$ cat config.mk
export PLATFORM = sky130hd
export DESIGN_NAME = spa_front
export DESIGN_NICKNAME = d
export VERILOG_FILES = /design/src/rtl/scope_profiler_accumulator_assert.svh /design/src/rtl/spa_pkg.sv /design/src/rtl/spa_front.sv
export SDC_FILE = /design/constraint.sdc
export NUM_CORES = 1
export LEC_CHECK = 0
export BUFFER_PORTS_ARGS = -buffer_cell sky130_fd_sc_hd__buf_2
export CAP_MARGIN = 10
export CORE_ASPECT_RATIO = 0.5
export CORE_MARGIN = 5
export CORE_UTILIZATION = 56
export DETAILED_ROUTE_END_ITERATION = 16
export PLACE_DENSITY_LB_ADDON = 0.12
export RECOVER_POWER = 50
export SLEW_MARGIN = 25
export SYNTH_ARGS = -nofsm -noshare
export SYNTH_HDL_FRONTEND = slang
export SYNTH_SLANG_ARGS = --single-unit
$ cat constraint.sdc
create_clock -name aclk -period 5.5 [get_ports aclk]
set_input_delay 0.55 -clock aclk [delete_from_list [all_inputs] [get_ports aclk]]
set_output_delay 0.55 -clock aclk [all_outputs]
set_load 0.02 [all_outputs]
$ cat src/rtl/scope_profiler_accumulator_assert.svh
// Assertion macros used by the profiler back end (spa_back).
// Included by modules that check their own control logic.
`ifndef SCOPE_PROFILER_ACCUMULATOR_ASSERT_SVH
`define SCOPE_PROFILER_ACCUMULATOR_ASSERT_SVH
// Implication checked on every clock edge outside reset.
`define SPA_ASSERT_IMPL(label, clk, rstn, ante, cons) \
    label: assert property (@(posedge clk) disable iff (!rstn) (ante) |-> (cons)) \
        else $error("assertion failed");
// Implication whose consequence is checked in the cycle after the antecedent.
`define SPA_ASSERT_NEXT(label, clk, rstn, ante, cons) \
    label: assert property (@(posedge clk) disable iff (!rstn) (ante) |=> (cons)) \
        else $error("assertion failed");
`endif

$ cat src/rtl/spa_pkg.sv
// Package of the scope profiler: widths, command, status and operation codes, queue entry type, back-end states.
// No dependencies.
`timescale 1ns / 1ps
`default_nettype none
package spa_pkg;
    localparam int NUM_REGIONS = 16;
    localparam int TIME_BITS   = 48;
    localparam int REG_BITS    = 4;
    localparam int CNT_BITS    = 32;
    localparam int OUT_BITS    = 48;

    typedef enum logic [1:0] {
        CMD_ENTER = 2'd0,
        CMD_EXIT  = 2'd1,
        CMD_READ  = 2'd2,
        CMD_NONE  = 2'd3
    } cmd_t;

    typedef enum logic [1:0] {
        ST_OK       = 2'd0,
        ST_OPEN     = 2'd1,
        ST_MISMATCH = 2'd2,
        ST_ROOT     = 2'd3
    } status_t;

    typedef enum logic [1:0] {
        OP_NOP,
        OP_ENTER,
        OP_EXIT,
        OP_READ
    } op_t;

    // One classified transaction on its way to the table.
    typedef struct packed {
        op_t                   op;
        status_t               status;
        logic [REG_BITS-1:0]   region;
        logic [TIME_BITS-1:0]  ts;
    } job_t;

    typedef enum logic [1:0] {
        BK_IDLE,
        BK_EXEC,
        BK_PARENT,
        BK_OUT
    } bk_state_t;
endpackage
`default_nettype wire

$ cat src/rtl/spa_front.sv
// Front end: accepts commands and tags each one with the operation to run.
// Depends on spa_pkg. Error checks needing table state are done in the back end.
`timescale 1ns / 1ps
`default_nettype none
module spa_front import spa_pkg::*; (
    input  wire logic                 aclk,
    input  wire logic                 aresetn,
    input  wire logic                 s_valid,
    output logic                      s_ready,
    input  wire logic [1:0]           s_cmd,
    input  wire logic [3:0]           s_region,
    input  wire logic [47:0]          s_timestamp,
    output logic                      q_valid,
    input  wire logic                 q_ready,
    output job_t                      q_job
);
    // Two-entry queue.
    job_t       mem_reg [2];
    logic       wr_ptr_reg, wr_ptr_next, rd_ptr_reg, rd_ptr_next;
    logic [1:0] cnt_reg, cnt_next;
    job_t       job;
    logic       push, pop;

    always_comb begin
        job.region = s_region[REG_BITS-1:0];
        job.ts     = s_timestamp[TIME_BITS-1:0];
        job.status = ST_OK;
        job.op     = OP_NOP;
        if (s_cmd != CMD_NONE && (s_region == 4'd0 || 32'(s_region) >= NUM_REGIONS)) begin
            job.status = ST_ROOT;
        end else begin
            case (s_cmd)
                CMD_ENTER: job.op = OP_ENTER;
                CMD_EXIT:  job.op = OP_EXIT;
                CMD_READ:  job.op = OP_READ;
                default:   job.op = OP_NOP;
            endcase
        end
    end

    assign s_ready = (cnt_reg != 2'd2);
    assign push    = s_valid && s_ready;
    assign q_valid = (cnt_reg != 2'd0);
    assign pop     = q_valid && q_ready;
    assign q_job   = mem_reg[rd_ptr_reg];

    always_comb begin
        wr_ptr_next = wr_ptr_reg ^ push;
        rd_ptr_next = rd_ptr_reg ^ pop;
        cnt_next    = cnt_reg + {1'b0, push} - {1'b0, pop};
    end

    always_ff @(posedge aclk) begin
        if (!aresetn) begin
            wr_ptr_reg <= 1'b0;
            rd_ptr_reg <= 1'b0;
            cnt_reg    <= 2'd0;
        end else begin
            wr_ptr_reg <= wr_ptr_next;
            rd_ptr_reg <= rd_ptr_next;
            cnt_reg    <= cnt_next;
        end
    end

    always_ff @(posedge aclk) begin
        if (push) begin
            mem_reg[wr_ptr_reg] <= job;
        end
    end
endmodule
`default_nettype wire

==> flow_summary_export.csv <==
group,metric,value,unit
power,p_int,2.013,mW
clock_network,ctsHtreeMaxLevel,4,
final_layout,stdcell_count,450,
global_routing,antenna_found_initial,0,
clock_network,clock_path_buffers,2,
synthesis,yosys-top-cells-area,"edfxtp_1, mux2_2, dfxtp_1",
hold_path,whs_endpoint,"mem_reg[1][47]$_DFFE_PP_",
clock_network,postCtsResizedCells,0,
sta,slew_viol_final,0,
die,fp.dieH,72.12,um
detailed_routing,dr.pass1.iters,4,
die,start_util,0.5836,
detailed_routing,drc,0,
clock_network,post_cts_buffers,0,
global_routing,grt_max_degree,30,
synthesis,ys_ff_latch,115,
global_routing,grt_pass1_vias,2456,
synthesis,yosys.area_share.adder,0.01448,
hold_path,hp-class,"in2reg",
clock_network,clkLatencyLatePin,0.41,ns
sta,rsz0062_at_grt,"false",
placement,postPlaceCellArea,4995,um^2
power,leakagePower,2.033,nW
clock_network,path_clk_slew,0.05,ns
hold_path,holdPathStages,1,
clock_network,root_buffer,"clkbuf_16",
detailed_routing,wl,7846,um
sta,clock_skew,0.02104,ns
synthesis,ys.warnings.count,0,
clock_network,cts_buffers,17,
critical_path,r2r_slack,2.96,ns
sta,min_period_over_period,0.5069,
synthesis,synth_simple_gate_area_frac,0.02779,
clock_network,postCtsHoldBufs,0,
synthesis,synth_compound_area_frac,0.008396,
job,maxCapViolations,0,
power,powerDensity,498.4,nW/um^2
die,ioPinCount,116,
synthesis,synth_top_area_share,0.7643,
sta,fin_crit,2.788,ns
sta,fmax,358.7,MHz
synthesis,seq_area_frac_synth,0.7875,
critical_path,worst-endpoint-required,4.95,ns
detailed_routing,drtIter0Drc,134,
detailed_routing,ant_nets,0,
final_layout,largest_register_ffs,110,
synthesis,synth_top_family_by_area,"multiplexers",
synthesis,synth.area.mux_share,0.1456,
final_layout,post-route-cell-area,5509,um^2
critical_path,critPathMaxFanout,29,
critical_path,reg2reg_from,"cnt_reg[0]$_SDFF_PN0_",
power,clockPowerShare,0.383,
power,p_sw_frac,0.2669,
die,die_width,134.2,um
sta,finalWorstSetupSlack,2.712,ns
global_routing,grt_pass1_wl,12280,um
final_layout,areaGrowthSynthToFinish,27.48,%
detailed_routing,post_drt_wl_per_cell,17.44,um
sta,tightestPinTransition,1.232,ns
power,pwr-share-seq,0.415,
detailed_routing,via_per_inst,5.016,
power,combinationalPowerShare,0.202,
critical_path,worstReg2RegEnd,"mem_reg[1][48]$_DFFE_PP_",
die,fp-row-count,22,
final_layout,drive_gt1_frac,0.4746,
global_routing,grtUsageTotal,0.1735,
detailed_routing,dr_total_vias,2257,
final_layout,antennaDiodeCount,0,
final_layout,final_nets,404,
synthesis,synth_cell_types,26,
critical_path,reg2reg_depth,3,
sta,slew_headroom,0.1788,
hold_path,min_from,"s_timestamp[47]",
clock_network,cts_tree,"built",
synthesis,synth_top_cell_by_area,"edfxtp_1",
sta,finalHoldViolCount,0,
placement,place_hpwl,5212,um
sta,setup_tns,0,ns
global_routing,overflow,0,
placement,dp.cells,418,
synthesis,netlist_instances,211,
critical_path,cp.arrival,2.24,ns
status,run_status,"finished, final reports clean",
power,irDropWorstVdd,0.0003719,V
final_layout,nFillCells,487,
clock_network,cts_num_sinks,115,
synthesis,synth_xor_area_frac,0.002027,
critical_path,end_kind,"output port",
critical_path,crit_type,"reg2out",
power,p_switching,0.7330,mW
die,die_area,9681,um^2
die,core,7405,um^2
synthesis,syn-cell-area,4322,um^2
sta,finalSetupViolations,0,
placement,place_congestion,0.7506,
placement,dp_slack,3.134,ns
synthesis,syn_avg_cell_area,20.48,um^2
critical_path,critPathLaunchType,"flop",
placement,io_buffers,115,
synthesis,syn-num-nets,274,
[metrics by stage]
| step | power (mW) | utilization | hold WS, ns |
|---|---|---|---|
| floorplan | 1.544 | - | 0.5253 |
| global placement | 1.703 | 0.6746 | 0.5618 |
| detailed placement | 1.721 | 0.6746 | 0.5736 |
| CTS | 2.784 | 0.7519 | 0.3163 |
| global route | 2.870 | 0.7440 | 0.3149 |
| finish | 2.746 | 0.7440 | 0.3312 |
[routing by layer]
layer,vias to the layer above,track usage,share of wire
met4,0,0.06433,0.0068
met3,6,0.07964,0.075
li1,1088,-,-
met2,73,0.2848,0.50
met5,-,0,0
met1,1090,0.2047,0.42
[critical path, cell delays in order (launching register included)]
cell and delay [ns]:
dfxtp_2 0.75, buf_4 0.48, mux2_2 0.40, buf_2 0.16
[worst max-delay path by stage]
stage / start / endpoint / slack (ns)
after floorplan: cnt_reg[0]$_SDFF_PN0_ / mem_reg[0][0]$_DFFE_PP_ / 2.90
after global placement: flop / q_job[49] / 3.19
after detailed placement: flop / q_job[12] / 3.13
after CTS: flop / q_job[49] / 2.68
after global routing: flop / q_job[49] / 2.60
final: flop / q_job[49] / 2.71
[synth_stat cells, drive strengths merged]
cell,n
and2,4
or2,1
a211oi,1
mux2i,1
xnor2,1
nand3,1
nor2b,3
inv,3
mux2,55
or4,1
a32oi,1
buf,7
edfxtp,110
and3,1
ha,5
dfxtp,5
nor2,5
nand2b,2
a21bo,1
nand2,1
o21ai,2
[cell families (layout without fill, tap and decap cells)]
logic type / count (synthesis) / count (layout)
XOR/XNOR: 1 / 1
flip-flops: 115 / 115
buffers and inverters: 10 / 153
multiplexers: 56 / 56
AO/OA/AOI/OAI: 5 / 5
adder cells (fa/ha/maj): 5 / 5
AND/OR/NAND/NOR: 19 / 19
[placed cells by master, fill, tap and decap left out]
cell	count
clkinv_2	4
nor2b_1	2
nor2_2	1
nand2b_1	2
and2_0	2
dfxtp_1	4
buf_2	78
nand3_1	1
and2_1	2
inv_1	3
xnor2_1	1
or2_2	1
mux2i_1	1
nor2_1	4
dfxtp_2	1
nor2b_2	1
a32oi_1	1
clkbuf_16	17
ha_1	4
bufinv_16	3
and3_1	1
mux2_2	55
clkinvlp_4	2
o21ai_0	2
clkinv_1	5
nand2_1	1
a211oi_1	1
clkbuf_1	38
or4_1	1
ha_2	1
edfxtp_1	110
buf_4	3
a21bo_2	1
[power groups by stage]
stage	logic, mW	clock network [mW]	registers [mW]
after floorplan	0.416	0	1.13
after global placement	0.555	0	1.15
after detailed placement	0.565	0	1.16
after CTS	0.569	1.07	1.14
after global routing	0.593	1.13	1.15
final	0.554	1.05	1.14
[area by class of cell]
cell class              count  area [um^2]  area share
flip-flops and latches    115         3405      0.6180
multi-input cells          86        848.3      0.1540
repair buffers            118        551.8      0.1002
clock buffers              18        429.2     0.07790
clock inverters            14        143.9     0.02612
well taps                  96        120.1     0.02180
inverters                   3        11.26    0.002044
Note: power is estimated with default switching activity, not from simulation.
